File: src/rtl/etare_pkg.sv
// Shared constants, types and the root table of the attack/release envelope generator.
// Depends on nothing; the RTL files refer to it by scoped names, the testbench files import it.
`timescale 1ns / 1ps
`default_nettype none
package etare_pkg;

    localparam int SAMPLE_BITS   = 16;
    localparam int LENGTH_BITS   = 20;
    localparam int THR_BITS      = 16;
    localparam int CURVE_BITS    = 16;
    localparam int ENV_BITS      = 16;
    localparam int CFG_IDX_BITS  = 3;
    localparam int CFG_DATA_BITS = (LENGTH_BITS > 16) ? LENGTH_BITS : 16;
    localparam int P_BITS        = $clog2(LENGTH_BITS);
    localparam int FRAC_BITS     = 16;
    localparam int LOG_BITS      = P_BITS + FRAC_BITS;
    localparam int T_BITS        = LOG_BITS + CURVE_BITS - 12;
    localparam int M_BITS        = 32;
    localparam int STEP_BITS     = 4;
    localparam int CMP_BITS      = SAMPLE_BITS + 34;

    localparam logic [ENV_BITS-1:0]    ONE_Q15         = ENV_BITS'(32768);
    localparam logic [THR_BITS-1:0]    RST_THRESHOLD   = THR_BITS'(16384);
    localparam logic [LENGTH_BITS-1:0] RST_ATTACK_LEN  = LENGTH_BITS'(1440);
    localparam logic [LENGTH_BITS-1:0] RST_RELEASE_LEN = LENGTH_BITS'(4800);
    localparam logic [CURVE_BITS-1:0]  RST_ATTACK_CRV  = CURVE_BITS'(8192);
    localparam logic [CURVE_BITS-1:0]  RST_RELEASE_CRV = CURVE_BITS'(2048);

    typedef enum logic [CFG_IDX_BITS-1:0] {
        REG_THRESHOLD     = 3'd0,
        REG_ATTACK_LEN    = 3'd1,
        REG_RELEASE_LEN   = 3'd2,
        REG_ATTACK_CURVE  = 3'd3,
        REG_RELEASE_CURVE = 3'd4
    } t_reg_idx;

    typedef enum logic [3:0] {
        S_IDLE, S_LOAD_DEN, S_LOG_DEN, S_LOAD_NUM, S_LOG_NUM,
        S_SCALE, S_EXP, S_FINISH, S_DONE
    } t_state;

    typedef enum logic [3:0] {
        OP_NONE, OP_ACCEPT, OP_LOAD_DEN, OP_LOAD_NUM, OP_LOG_STEP,
        OP_SCALE, OP_EXP_STEP, OP_FINISH, OP_OUT
    } t_op;

    typedef struct packed {
        t_op                  op;
        logic [STEP_BITS-1:0] step;
    } t_cmd;

    typedef struct packed {
        logic need_power;
        logic out_free;
    } t_status;

    // integer square root, elaboration only
    function automatic logic [63:0] f_isqrt(input logic [63:0] v_in);
        logic [63:0] v;
        logic [63:0] r;
        logic [63:0] b;
        v = v_in;
        r = 64'd0;
        b = 64'h4000_0000_0000_0000;
        for (int i = 0; i < 32; i++) begin
            if (v >= r + b) begin
                v = v - (r + b);
                r = (r >> 1) + b;
            end else begin
                r = r >> 1;
            end
            b = b >> 2;
        end
        return r;
    endfunction

    // 2^(-2^-k) in Q1.31, each one the truncated root of the one before
    function automatic logic [M_BITS-1:0] f_root(input int k);
        logic [63:0] s;
        s = 64'h4000_0000;
        for (int i = 1; i <= k; i++) begin
            s = f_isqrt(s << 31);
        end
        return s[M_BITS-1:0];
    endfunction

    localparam logic [M_BITS-1:0] C_ROOT [16] = '{
        f_root(1),  f_root(2),  f_root(3),  f_root(4),
        f_root(5),  f_root(6),  f_root(7),  f_root(8),
        f_root(9),  f_root(10), f_root(11), f_root(12),
        f_root(13), f_root(14), f_root(15), f_root(16)
    };

endpackage
`default_nettype wire

File: src/rtl/etare_sample_if.sv
// Input channel of the envelope generator: valid/ready and one sample per word.
// Depends on etare_pkg.
`timescale 1ns / 1ps
`default_nettype none
interface etare_sample_if;
    logic                                         valid;
    logic                                         ready;
    logic signed [etare_pkg::SAMPLE_BITS-1:0]     sample;
    modport source (output valid, output sample, input ready);
    modport sink   (input valid, input sample, output ready);
endinterface
`default_nettype wire

File: src/rtl/etare_env_if.sv
// Output channel of the envelope generator: valid/ready and one envelope level per word.
// Depends on etare_pkg.
`timescale 1ns / 1ps
`default_nettype none
interface etare_env_if;
    logic                              valid;
    logic                              ready;
    logic [etare_pkg::ENV_BITS-1:0]    envelope;
    modport source (output valid, output envelope, input ready);
    modport sink   (input valid, input envelope, output ready);
endinterface
`default_nettype wire

File: src/rtl/etare_ctrl.sv
// Sequencer of the envelope generator: walks log, scale and exponent steps for each word on the curve.
// Depends on etare_pkg; drives the datapath by a command struct.
`timescale 1ns / 1ps
`default_nettype none
module etare_ctrl (
    input  wire logic               i_clk,
    input  wire logic               i_rst_n,
    input  wire logic               i_in_valid,
    output logic                    o_in_ready,
    input  wire etare_pkg::t_status i_status,
    output etare_pkg::t_cmd         o_cmd
);

    etare_pkg::t_state                    r_state;
    etare_pkg::t_state                    n_state;
    logic [etare_pkg::STEP_BITS-1:0]      r_step;
    logic [etare_pkg::STEP_BITS-1:0]      n_step;
    logic                                 w_last;

    assign w_last = (r_step == {etare_pkg::STEP_BITS{1'b1}});

    always_ff @(posedge i_clk) begin
        if (!i_rst_n) begin
            r_state <= etare_pkg::S_IDLE;
            r_step  <= '0;
        end else begin
            r_state <= n_state;
            r_step  <= n_step;
        end
    end

    always_comb begin
        n_state = r_state;
        n_step  = '0;
        case (r_state)
            etare_pkg::S_IDLE: begin
                if (i_in_valid) begin
                    n_state = i_status.need_power ? etare_pkg::S_LOAD_DEN : etare_pkg::S_DONE;
                end
            end
            etare_pkg::S_LOAD_DEN: n_state = etare_pkg::S_LOG_DEN;
            etare_pkg::S_LOG_DEN: begin
                n_step = r_step + 1'b1;
                if (w_last) n_state = etare_pkg::S_LOAD_NUM;
            end
            etare_pkg::S_LOAD_NUM: n_state = etare_pkg::S_LOG_NUM;
            etare_pkg::S_LOG_NUM: begin
                n_step = r_step + 1'b1;
                if (w_last) n_state = etare_pkg::S_SCALE;
            end
            etare_pkg::S_SCALE: n_state = etare_pkg::S_EXP;
            etare_pkg::S_EXP: begin
                n_step = r_step + 1'b1;
                if (w_last) n_state = etare_pkg::S_FINISH;
            end
            etare_pkg::S_FINISH: n_state = etare_pkg::S_DONE;
            etare_pkg::S_DONE: begin
                if (i_status.out_free) n_state = etare_pkg::S_IDLE;
            end
            default: n_state = etare_pkg::S_IDLE;
        endcase
    end

    always_comb begin
        o_in_ready = 1'b0;
        o_cmd.op   = etare_pkg::OP_NONE;
        o_cmd.step = r_step;
        case (r_state)
            etare_pkg::S_IDLE: begin
                o_in_ready = 1'b1;
                if (i_in_valid) o_cmd.op = etare_pkg::OP_ACCEPT;
            end
            etare_pkg::S_LOAD_DEN: o_cmd.op = etare_pkg::OP_LOAD_DEN;
            etare_pkg::S_LOG_DEN:  o_cmd.op = etare_pkg::OP_LOG_STEP;
            etare_pkg::S_LOAD_NUM: o_cmd.op = etare_pkg::OP_LOAD_NUM;
            etare_pkg::S_LOG_NUM:  o_cmd.op = etare_pkg::OP_LOG_STEP;
            etare_pkg::S_SCALE:    o_cmd.op = etare_pkg::OP_SCALE;
            etare_pkg::S_EXP:      o_cmd.op = etare_pkg::OP_EXP_STEP;
            etare_pkg::S_FINISH:   o_cmd.op = etare_pkg::OP_FINISH;
            etare_pkg::S_DONE: begin
                if (i_status.out_free) o_cmd.op = etare_pkg::OP_OUT;
            end
            default: o_cmd.op = etare_pkg::OP_NONE;
        endcase
    end

endmodule
`default_nettype wire

File: src/rtl/etare_datapath.sv
// Datapath of the envelope generator: registers, trigger logic, shared multiplier
// for log2 squaring, exponent scaling and root products, and the output register.
// Depends on etare_pkg.
`timescale 1ns / 1ps
`default_nettype none
module etare_datapath (
    input  wire logic                                    i_clk,
    input  wire logic                                    i_rst_n,
    input  wire etare_pkg::t_cmd                         i_cmd,
    output etare_pkg::t_status                           o_status,
    input  wire logic signed [etare_pkg::SAMPLE_BITS-1:0] i_sample,
    input  wire logic                                    i_cfg_we,
    input  wire logic [etare_pkg::CFG_IDX_BITS-1:0]      i_cfg_idx,
    input  wire logic [etare_pkg::CFG_DATA_BITS-1:0]     i_cfg_data,
    input  wire logic                                    i_out_ready,
    output logic                                         o_out_valid,
    output logic [etare_pkg::ENV_BITS-1:0]               o_envelope
);

    localparam int SB = etare_pkg::SAMPLE_BITS;
    localparam int LB = etare_pkg::LENGTH_BITS;
    localparam int MB = etare_pkg::M_BITS;

    // configuration
    logic [etare_pkg::THR_BITS-1:0]   r_thr;
    logic [LB-1:0]                    r_alen;
    logic [LB-1:0]                    r_rlen;
    logic [etare_pkg::CURVE_BITS-1:0] r_acrv;
    logic [etare_pkg::CURVE_BITS-1:0] r_rcrv;

    // envelope state
    logic signed [SB-1:0] r_last;
    logic                 r_act;
    logic                 r_att;
    logic                 r_rel;
    logic [LB-1:0]        r_ac;
    logic [LB-1:0]        r_rc;

    // power unit
    logic [LB-1:0]                    r_num;
    logic [LB-1:0]                    r_den;
    logic [etare_pkg::CURVE_BITS-1:0] r_curve;
    logic [MB-1:0]                    r_m;
    logic [etare_pkg::P_BITS-1:0]     r_p;
    logic [etare_pkg::FRAC_BITS-1:0]  r_frac;
    logic [etare_pkg::LOG_BITS-1:0]   r_lden;
    logic [etare_pkg::T_BITS-1:0]     r_t;
    logic [etare_pkg::ENV_BITS-1:0]   r_res;
    logic                             r_out_valid;
    logic [etare_pkg::ENV_BITS-1:0]   r_out_env;

    // trigger decision
    logic signed [SB:0]                    w_diff;
    logic signed [etare_pkg::CMP_BITS-1:0] w_up;
    logic signed [etare_pkg::CMP_BITS-1:0] w_down;
    logic signed [etare_pkg::CMP_BITS-1:0] w_thr;
    logic                                  w_act;
    logic                                  w_att;
    logic                                  w_rel;
    logic [LB-1:0]                         w_ac;
    logic [LB-1:0]                         w_rc;
    logic [etare_pkg::ENV_BITS-1:0]        w_env;
    logic                                  w_pw;
    logic [LB-1:0]                         w_num;
    logic [LB-1:0]                         w_den;
    logic [etare_pkg::CURVE_BITS-1:0]      w_curve;

    logic [LB-1:0]                    w_v;
    logic [etare_pkg::P_BITS-1:0]     w_p;
    logic [MB-1:0]                    w_mnorm;
    logic [etare_pkg::LOG_BITS-1:0]   w_d;
    logic [MB-1:0]                    w_ma;
    logic [MB-1:0]                    w_mb;
    logic [2*MB-1:0]                  w_prod;
    logic [MB:0]                      w_sq;
    logic [15:0]                      w_tfrac;
    logic [etare_pkg::T_BITS-17:0]    w_ip;
    logic [MB-1:0]                    w_shift;
    logic [etare_pkg::ENV_BITS-1:0]   w_fin;

    assign w_diff = {i_sample[SB-1], i_sample} - {r_last[SB-1], r_last};
    assign w_up   = etare_pkg::CMP_BITS'(w_diff) <<< 15;
    assign w_down = -w_up;
    assign w_thr  = $signed(etare_pkg::CMP_BITS'(r_thr)) <<< (SB - 1);

    always_comb begin
        w_act   = r_act;
        w_att   = r_att;
        w_rel   = r_rel;
        w_ac    = r_ac;
        w_rc    = r_rc;
        w_env   = '0;
        w_pw    = 1'b0;
        w_num   = r_ac;
        w_den   = r_alen;
        w_curve = r_acrv;
        if (w_up > w_thr && !r_rel) begin
            w_act = 1'b1;
            w_att = 1'b1;
        end else if (w_down > w_thr && !r_att) begin
            w_act = 1'b0;
            w_rel = 1'b1;
        end
        if (w_act) begin
            // a shrunk or zero length ends the attack at once
            if (w_att && w_ac >= r_alen) begin
                w_att = 1'b0;
                w_ac  = '0;
            end
            if (w_att) begin
                w_pw    = 1'b1;
                w_num   = w_ac;
                w_den   = r_alen;
                w_curve = r_acrv;
                w_ac    = w_ac + 1'b1;
                if (w_ac >= r_alen) begin
                    w_ac  = '0;
                    w_att = 1'b0;
                end
            end else begin
                w_env = etare_pkg::ONE_Q15;
            end
        end
        if (w_rel) begin
            if (w_rc >= r_rlen) begin
                w_rel = 1'b0;
                w_rc  = '0;
            end else begin
                w_pw    = 1'b1;
                w_num   = r_rlen - w_rc;
                w_den   = r_rlen;
                w_curve = r_rcrv;
                w_rc    = w_rc + 1'b1;
                if (w_rc >= r_rlen) begin
                    w_rc  = '0;
                    w_rel = 1'b0;
                end
            end
        end
        // trivial powers
        if (w_pw) begin
            if (w_num >= w_den || w_curve == '0) begin
                w_pw  = 1'b0;
                w_env = etare_pkg::ONE_Q15;
            end else if (w_num == '0) begin
                w_pw  = 1'b0;
                w_env = '0;
            end
        end
    end

    // normalize the log2 operand to Q1.31
    assign w_v = (i_cmd.op == etare_pkg::OP_LOAD_DEN) ? r_den : r_num;

    always_comb begin
        w_p = '0;
        for (int i = 0; i < LB; i++) begin
            if (w_v[i]) w_p = etare_pkg::P_BITS'(i);
        end
    end

    assign w_mnorm = MB'(w_v) << (5'd31 - 5'(w_p));
    assign w_d     = r_lden - {r_p, r_frac};

    always_comb begin
        case (i_cmd.op)
            etare_pkg::OP_SCALE: begin
                w_ma = MB'(w_d);
                w_mb = MB'(r_curve);
            end
            etare_pkg::OP_EXP_STEP: begin
                w_ma = r_m;
                w_mb = etare_pkg::C_ROOT[i_cmd.step];
            end
            default: begin
                w_ma = r_m;
                w_mb = r_m;
            end
        endcase
    end

    assign w_prod  = w_ma * w_mb;
    assign w_sq    = w_prod[2*MB-1:MB-1];
    assign w_tfrac = r_t[15:0];
    assign w_ip    = r_t[etare_pkg::T_BITS-1:16];
    assign w_shift = (r_m >> 16) >> w_ip[3:0];

    always_comb begin
        if (w_ip > 15) begin
            w_fin = '0;
        end else if (w_shift > MB'(etare_pkg::ONE_Q15)) begin
            w_fin = etare_pkg::ONE_Q15;
        end else begin
            w_fin = w_shift[etare_pkg::ENV_BITS-1:0];
        end
    end

    // control state and configuration
    always_ff @(posedge i_clk) begin
        if (!i_rst_n) begin
            r_thr       <= etare_pkg::RST_THRESHOLD;
            r_alen      <= etare_pkg::RST_ATTACK_LEN;
            r_rlen      <= etare_pkg::RST_RELEASE_LEN;
            r_acrv      <= etare_pkg::RST_ATTACK_CRV;
            r_rcrv      <= etare_pkg::RST_RELEASE_CRV;
            r_last      <= '0;
            r_act       <= 1'b0;
            r_att       <= 1'b0;
            r_rel       <= 1'b0;
            r_ac        <= '0;
            r_rc        <= '0;
            r_out_valid <= 1'b0;
        end else begin
            if (i_cfg_we) begin
                case (etare_pkg::t_reg_idx'(i_cfg_idx))
                    etare_pkg::REG_THRESHOLD:     r_thr  <= i_cfg_data[etare_pkg::THR_BITS-1:0];
                    etare_pkg::REG_ATTACK_LEN:    r_alen <= i_cfg_data[LB-1:0];
                    etare_pkg::REG_RELEASE_LEN:   r_rlen <= i_cfg_data[LB-1:0];
                    etare_pkg::REG_ATTACK_CURVE:  r_acrv <= i_cfg_data[etare_pkg::CURVE_BITS-1:0];
                    etare_pkg::REG_RELEASE_CURVE: r_rcrv <= i_cfg_data[etare_pkg::CURVE_BITS-1:0];
                    default: ;
                endcase
            end
            if (i_cmd.op == etare_pkg::OP_ACCEPT) begin
                r_last <= i_sample;
                r_act  <= w_act;
                r_att  <= w_att;
                r_rel  <= w_rel;
                r_ac   <= w_ac;
                r_rc   <= w_rc;
            end
            if (i_cmd.op == etare_pkg::OP_OUT) begin
                r_out_valid <= 1'b1;
            end else if (i_out_ready) begin
                r_out_valid <= 1'b0;
            end
        end
    end

    // payload
    always_ff @(posedge i_clk) begin
        case (i_cmd.op)
            etare_pkg::OP_ACCEPT: begin
                r_num   <= w_num;
                r_den   <= w_den;
                r_curve <= w_curve;
                r_res   <= w_env;
            end
            etare_pkg::OP_LOAD_DEN: begin
                r_m    <= w_mnorm;
                r_p    <= w_p;
                r_frac <= '0;
            end
            etare_pkg::OP_LOAD_NUM: begin
                r_lden <= {r_p, r_frac};
                r_m    <= w_mnorm;
                r_p    <= w_p;
                r_frac <= '0;
            end
            etare_pkg::OP_LOG_STEP: begin
                r_m    <= w_sq[MB] ? w_sq[MB:1] : w_sq[MB-1:0];
                r_frac <= {r_frac[etare_pkg::FRAC_BITS-2:0], w_sq[MB]};
            end
            etare_pkg::OP_SCALE: begin
                r_t <= w_prod[etare_pkg::T_BITS+11:12];
                r_m <= {1'b1, {(MB-1){1'b0}}};
            end
            etare_pkg::OP_EXP_STEP: begin
                if (w_tfrac[4'hF - i_cmd.step]) r_m <= w_prod[2*MB-2:MB-1];
            end
            etare_pkg::OP_FINISH: r_res <= w_fin;
            etare_pkg::OP_OUT:    r_out_env <= r_res;
            default: ;
        endcase
    end

    assign o_status.need_power = w_pw;
    assign o_status.out_free   = !r_out_valid || i_out_ready;
    assign o_out_valid         = r_out_valid;
    assign o_envelope          = r_out_env;

endmodule
`default_nettype wire

File: src/rtl/edge_triggered_ar_envelope_top.sv
// Channel   Dir  Word                 Handshake
// i_in      in   sample, Q1.15 signed valid/ready
// o_out     out  envelope, Q1.15      valid/ready
// i_cfg_*   in   register write       write enable only
//
// A word with a constant envelope (idle, hold, a finished phase) goes from accept
// straight to the output stage; a word on the curve passes two 16-step log2
// squarings, one scale multiply and 16 root products on one shared multiplier.
// Synchronous active-low reset; control state and configuration registers return to their defaults.
// The next word is taken once the previous one is in the output register; a
// stalled output blocks only the hand-over of the following result.
// Top level of the envelope generator; depends on etare_pkg, both channel
// interfaces, etare_ctrl and etare_datapath.
`timescale 1ns / 1ps
`default_nettype none
module edge_triggered_ar_envelope_top (
    input  wire logic                                i_clk,
    input  wire logic                                i_rst_n,
    etare_sample_if.sink                             i_in,
    etare_env_if.source                              o_out,
    input  wire logic                                i_cfg_we,
    input  wire logic [etare_pkg::CFG_IDX_BITS-1:0]  i_cfg_idx,
    input  wire logic [etare_pkg::CFG_DATA_BITS-1:0] i_cfg_data
);

    etare_pkg::t_cmd    w_cmd;
    etare_pkg::t_status w_status;

    etare_ctrl u_ctrl (
        .i_clk      (i_clk),
        .i_rst_n    (i_rst_n),
        .i_in_valid (i_in.valid),
        .o_in_ready (i_in.ready),
        .i_status   (w_status),
        .o_cmd      (w_cmd)
    );

    etare_datapath u_dp (
        .i_clk       (i_clk),
        .i_rst_n     (i_rst_n),
        .i_cmd       (w_cmd),
        .o_status    (w_status),
        .i_sample    (i_in.sample),
        .i_cfg_we    (i_cfg_we),
        .i_cfg_idx   (i_cfg_idx),
        .i_cfg_data  (i_cfg_data),
        .i_out_ready (o_out.ready),
        .o_out_valid (o_out.valid),
        .o_envelope  (o_out.envelope)
    );

`ifndef SYNTHESIS
    a_env_range: assert property (@(posedge i_clk) disable iff (!i_rst_n)
        o_out.valid |-> o_out.envelope <= etare_pkg::ONE_Q15)
        else $error("envelope above full scale");

    a_accept_cmd: assert property (@(posedge i_clk) disable iff (!i_rst_n)
        (i_in.valid && i_in.ready) |-> w_cmd.op == etare_pkg::OP_ACCEPT)
        else $error("accepted word without accept command");

    a_one_at_a_time: assert property (@(posedge i_clk) disable iff (!i_rst_n)
        (i_in.valid && i_in.ready) |=> !i_in.ready)
        else $error("second word taken while one is in flight");
`endif

endmodule
`default_nettype wire

File: src/flat_wrapper.sv
// flat-port wrapper written by rule: the top's interface ports become plain ports
module edge_triggered_ar_envelope_top_flat 
  (i_clk, i_rst_n, i_cfg_we, i_cfg_idx, i_cfg_data, i_in_valid, i_in_sample, i_in_ready, o_out_valid, o_out_envelope, o_out_ready);
  etare_sample_if i_in_i ();
  etare_env_if o_out_i ();
  input  wire logic i_clk;
  input  wire logic i_rst_n;
  input  wire logic i_cfg_we;
  input  wire logic [etare_pkg::CFG_IDX_BITS-1:0] i_cfg_idx;
  input  wire logic [etare_pkg::CFG_DATA_BITS-1:0] i_cfg_data;
  input wire logic [$bits(i_in_i.valid)-1:0] i_in_valid;
  input wire logic [$bits(i_in_i.sample)-1:0] i_in_sample;
  output wire logic [$bits(i_in_i.ready)-1:0] i_in_ready;
  output wire logic [$bits(o_out_i.valid)-1:0] o_out_valid;
  output wire logic [$bits(o_out_i.envelope)-1:0] o_out_envelope;
  input wire logic [$bits(o_out_i.ready)-1:0] o_out_ready;
  assign i_in_i.valid = i_in_valid;
  assign i_in_i.sample = i_in_sample;
  assign i_in_ready = i_in_i.ready;
  assign o_out_valid = o_out_i.valid;
  assign o_out_envelope = o_out_i.envelope;
  assign o_out_i.ready = o_out_ready;
  edge_triggered_ar_envelope_top u_core (.i_clk(i_clk), .i_rst_n(i_rst_n), .i_in(i_in_i), .o_out(o_out_i), .i_cfg_we(i_cfg_we), .i_cfg_idx(i_cfg_idx), .i_cfg_data(i_cfg_data));
endmodule
File: config.mk
export PLATFORM = sky130hd
export DESIGN_NAME = edge_triggered_ar_envelope_top_flat
export DESIGN_NICKNAME = d
export VERILOG_FILES = /design/src/rtl/etare_pkg.sv /design/src/rtl/etare_sample_if.sv /design/src/rtl/etare_env_if.sv /design/src/rtl/etare_ctrl.sv /design/src/rtl/etare_datapath.sv /design/src/rtl/edge_triggered_ar_envelope_top.sv /design/src/flat_wrapper.sv
export SDC_FILE = /design/constraint.sdc
export NUM_CORES = 2
export LEC_CHECK = 0
export BUFFER_PORTS_ARGS = -buffer_cell sky130_fd_sc_hd__buf_2
export CAP_MARGIN = 10
export CELL_PAD_IN_SITES_DETAIL_PLACEMENT = 1
export CELL_PAD_IN_SITES_GLOBAL_PLACEMENT = 1
export CORE_MARGIN = 2
export CORE_UTILIZATION = 52
export CTS_CLUSTER_DIAMETER = 150
export DETAILED_ROUTE_END_ITERATION = 16
export MAX_ROUTING_LAYER = met4
export PLACE_DENSITY = 0.92
export SYNTH_ARGS = -nofsm -noshare
export SYNTH_HDL_FRONTEND = slang
export SYNTH_HIERARCHICAL = 1
export SYNTH_SLANG_ARGS = --single-unit
File: constraint.sdc
create_clock -name i_clk -period 14.7 [get_ports i_clk]
set_input_delay 0 -clock i_clk [delete_from_list [all_inputs] [get_ports i_clk]]
set_output_delay 0 -clock i_clk [all_outputs]
set_load 0.01 [all_outputs]
==> impl_results.md <==
* Tightest Hold Check Type: in -> reg
* Number of nets in the synthesized netlist at 7,609
* Clock Latency Late Sink at 0.62 ns
* Highest net fanout along the worst path at 22
* Most instantiated library cell after synthesis: sky130_fd_sc_hd__inv_1
* Global-route wire length before repair at 348,000 µm
* Number of library cell types mapped by synthesis at 104
* Number of detailed-route iterations in the first pass at 7
* Type of element capturing the critical path: flop
* Die outline width at 328 µm
* Yosys warns at 6
* Number of DRC violations after detailed routing at 0
* Drt initial violations at 5,707
* Average via count per standard cell at 6.53
* Post-route setup TNS at 0 ns
* Register-to-register setup slack at 1.44 ns
* Count of H-tree levels built during CTS at 2
* Area Growth Syn to Fin at 6.79%
* Endpoint of the worst-slack reg-to-reg timing path: u_core/u_dp/r_m[26]
* Worst slew margin relative to its limit at 10.3%
* Worst reg-to-reg path cell count at 41
* Dominant cell type by count on the critical path: sky130_fd_sc_hd__fa_1
* Leading post-synthesis cells by cell area: sky130_fd_sc_hd__fa_1, sky130_fd_sc_hd__edfxtp_1, sky130_fd_sc_hd__ha_1, sky130_fd_sc_hd__inv_1, sky130_fd_sc_hd__nand2_1
* Placed Instances at 7,505
* Cell type of the slowest stage on the worst timing path: sky130_fd_sc_hd__nand2_1
* Count of flip-flops with a built-in enable after synthesis at 187
* Vias at 49,900
* Cell at the root of the clock tree: sky130_fd_sc_hd__clkbuf_16
* Slowest stage delay, CP at 0.93 ns
* Post-detailed-routing wire length at 234,000 µm
* WL/cell at 30.7 µm
* Slew at the pin closest to its max-slew limit at 1.34 ns
* TritonCTS buffer count at 38
* Category of the most critical setup path: reg -> reg
* Min-Delay Endpoint: u_core/u_dp/r_rlen[10]
* Number of buffers on the longest clock path at 3
* Setup Viol. Count Final at 0
* Sequential element share of the synthesized area at 16.0%
* Async SR Flop Fraction at 0%
* Setup repair after global routing missed its margin: no
* Clk_skew at 0.0342 ns
* Number of standard cells after synthesis at 6,229
* Number of nets in the final layout at 7,587
* Boundary pin count at 62
* GRT Residual Overflow at 0
* Die Y at 328 µm
* Initial antenna violation count at 14
* Max Cap Violations at 0
* Clock transition at path regs at 0.07 ns
* Outcome: finished, final reports clean
* Count of pins over their slew limit at 0
* Total of flip-flops plus latches after synthesis at 343
* Arrival time of data at the critical path endpoint at 13.73 ns
* Number of fill cells at 12,200
* Vias in the first global route at 55,700
* Synth Cell Area at 0.0545 mm²
* CTS sink count at 343
* Core area at 0.104 mm²
* Worst reg2reg startpoint: u_core/u_dp/r_lden[0]
* Count of non-filler cells in the finished layout at 7,637
* Per-instance average area after synthesis at 8.75 µm²
* Combined global-route utilization of all metal layers at 45.1%
* Share of post-route cells with drive strength above 1 at 6.16%
* Final critical path time including I/O delays and setup at 13.26 ns
* CTS tree: yes
* Crit path required time at 15.17 ns
* Initial core utilization at 52.5%
* Leading cell types by count after synthesis: sky130_fd_sc_hd__inv_1, sky130_fd_sc_hd__nand2_1, sky130_fd_sc_hd__fa_1, sky130_fd_sc_hd__nor2_1, sky130_fd_sc_hd__ha_1
* Type of origin of the critical path: flop
* IO Port Bufs at 61
* Hold Violations, Final at 0
* Die area at 0.107 mm²
* Std cell rows at 118
* Max frequency at 75.4 MHz
* Number of nets with antenna violations after routing at 0
* Final GP Congestion at 1.04
* Half-perimeter wire length of the detailed placement result at 172,000 µm
* Tcrit/Tclk final at 90.2%
* Cell depth of the worst hold path at 5
* Post_cts resized at 0
* Startpoint of the tightest hold check path: i_cfg_idx[0]
* Area share of the leading cell type in the synthesized netlist at 33.0%
* Library cell occupying the most area in the post-synthesis netlist: sky130_fd_sc_hd__fa_1
* Pin count of the biggest net entering global routing at 71
* Most used flip-flop cell after synthesis: sky130_fd_sc_hd__edfxtp_1
[logic make-up (layout without fill, tap and decap cells)]
logic type,count (synthesis),count (layout),synth area share [%]
compound gates,811,811,9.72
mux,155,155,3.09
buf+inv,1419,1426,9.96
fa+ha+maj,1336,1336,43.1
flops,343,343,16.0
xor+xnor,138,138,2.22
other cells,0,21,0
simple gates,2027,2027,15.9
[metrics by stage]
step / cell area (µm²) / hold slack [ns] / util [%] / worst slack, ns
final: 58200 / 0.0782 / 56.1 / 1.44
after floorplan: 54500 / 0.124 / - / 3.95
after global routing: 58200 / 0.0768 / 56.0 / 0.891
after global placement: 56400 / 0.254 / 54.4 / 2.40
after detailed placement: 56400 / 0.264 / 54.4 / 1.96
after CTS: 58100 / 0.0115 / 56.0 / 1.88
[worst max-delay path: cells and delay by family, from the launching register on]
| kind | cells | cell delay (ns) |
|---|---|---|
| flip-flops | 1 | 0.36 |
| XOR/XNOR | 2 | 0.45 |
| buffers and inverters | 4 | 0.28 |
| adder cells (fa/ha/maj) | 11 | 5.23 |
| AO/OA/AOI/OAI | 20 | 5.48 |
| AND/OR/NAND/NOR | 4 | 1.32 |
[metal layers]
layer / global-route usage [%] / vias up / wire length, µm
met5: - / - / 0
met4: 34.4 / 0 / 22700
met3: 17.4 / 1642 / 31800
met2: 66.7 / 3710 / 103000
met1: 49.1 / 24800 / 77200
li1: - / 19700 / -
[final cells by class]
class	count	area [µm²]	area share, %
flip-flops and latches	343	8740	15.0
clock inverters	20	215	0.370
well taps	1380	1730	2.97
clock buffers	49	1060	1.83
repair buffers	223	1640	2.82
multi-input cells	4467	40500	69.6
inverters	1134	4260	7.32
diodes	21	52.6	0.0903
[placed cells by master, fill, tap and decap left out, types with 85 or more instances in the layout]
cell                          n
sky130_fd_sc_hd__inv_1     1126
sky130_fd_sc_hd__nand2_1    966
sky130_fd_sc_hd__fa_1       898
sky130_fd_sc_hd__nor2_1     655
sky130_fd_sc_hd__ha_1       438
sky130_fd_sc_hd__a21oi_1    244
sky130_fd_sc_hd__edfxtp_1   187
sky130_fd_sc_hd__dfxtp_1    156
sky130_fd_sc_hd__o21ai_0    127
sky130_fd_sc_hd__buf_4      119
sky130_fd_sc_hd__mux2i_1     99
sky130_fd_sc_hd__a21o_1      89
sky130_fd_sc_hd__xnor2_1     85
[repair_timing]
item                      CTS  global route
buffers inserted            0             0
hold endpoints to repair  108             0
hold buffers               40             0
[worst max path at each step]
stage                           from                  end  slack (ns)  cells past startpoint
2_1_floorplan  u_core/u_dp/r_frac[1]  u_core/u_dp/r_m[20]        3.95                     38
3_3_place_gp   u_core/u_dp/r_frac[1]  u_core/u_dp/r_m[26]        2.40                     41
3_5_place_dp   u_core/u_dp/r_lden[0]  u_core/u_dp/r_m[26]        1.96                     43
4_1_cts        u_core/u_dp/r_lden[0]  u_core/u_dp/r_m[26]        1.88                     43
5_1_grt        u_core/u_dp/r_lden[0]  u_core/u_dp/r_m[26]        0.89                     41
6_report       u_core/u_dp/r_lden[0]  u_core/u_dp/r_m[26]        1.44                     41
[registers in the layout, indices dropped and copies added, names as in the netlist, 5 cells and up]
register                cells
u_core/u_dp/r_num          20
u_core/u_dp/o_envelope     16
u_core/u_dp/r_acrv         16
u_core/u_dp/r_rlen         20
u_core/u_dp/r_p             5
u_core/u_dp/r_res          16
u_core/u_dp/r_thr          16
u_core/u_dp/r_frac         16
u_core/u_dp/r_last         16
u_core/u_dp/r_ac           20
u_core/u_dp/r_t            25
u_core/u_dp/r_den          20
u_core/u_dp/r_lden         21
u_core/u_dp/r_curve        16
u_core/u_dp/r_rcrv         16
u_core/u_dp/r_m            32
u_core/u_dp/r_rc           20
u_core/u_dp/r_alen         20
Power is not shown: default switching activity piles up to over one toggle a cycle in this logic, so the estimate is an artifact.
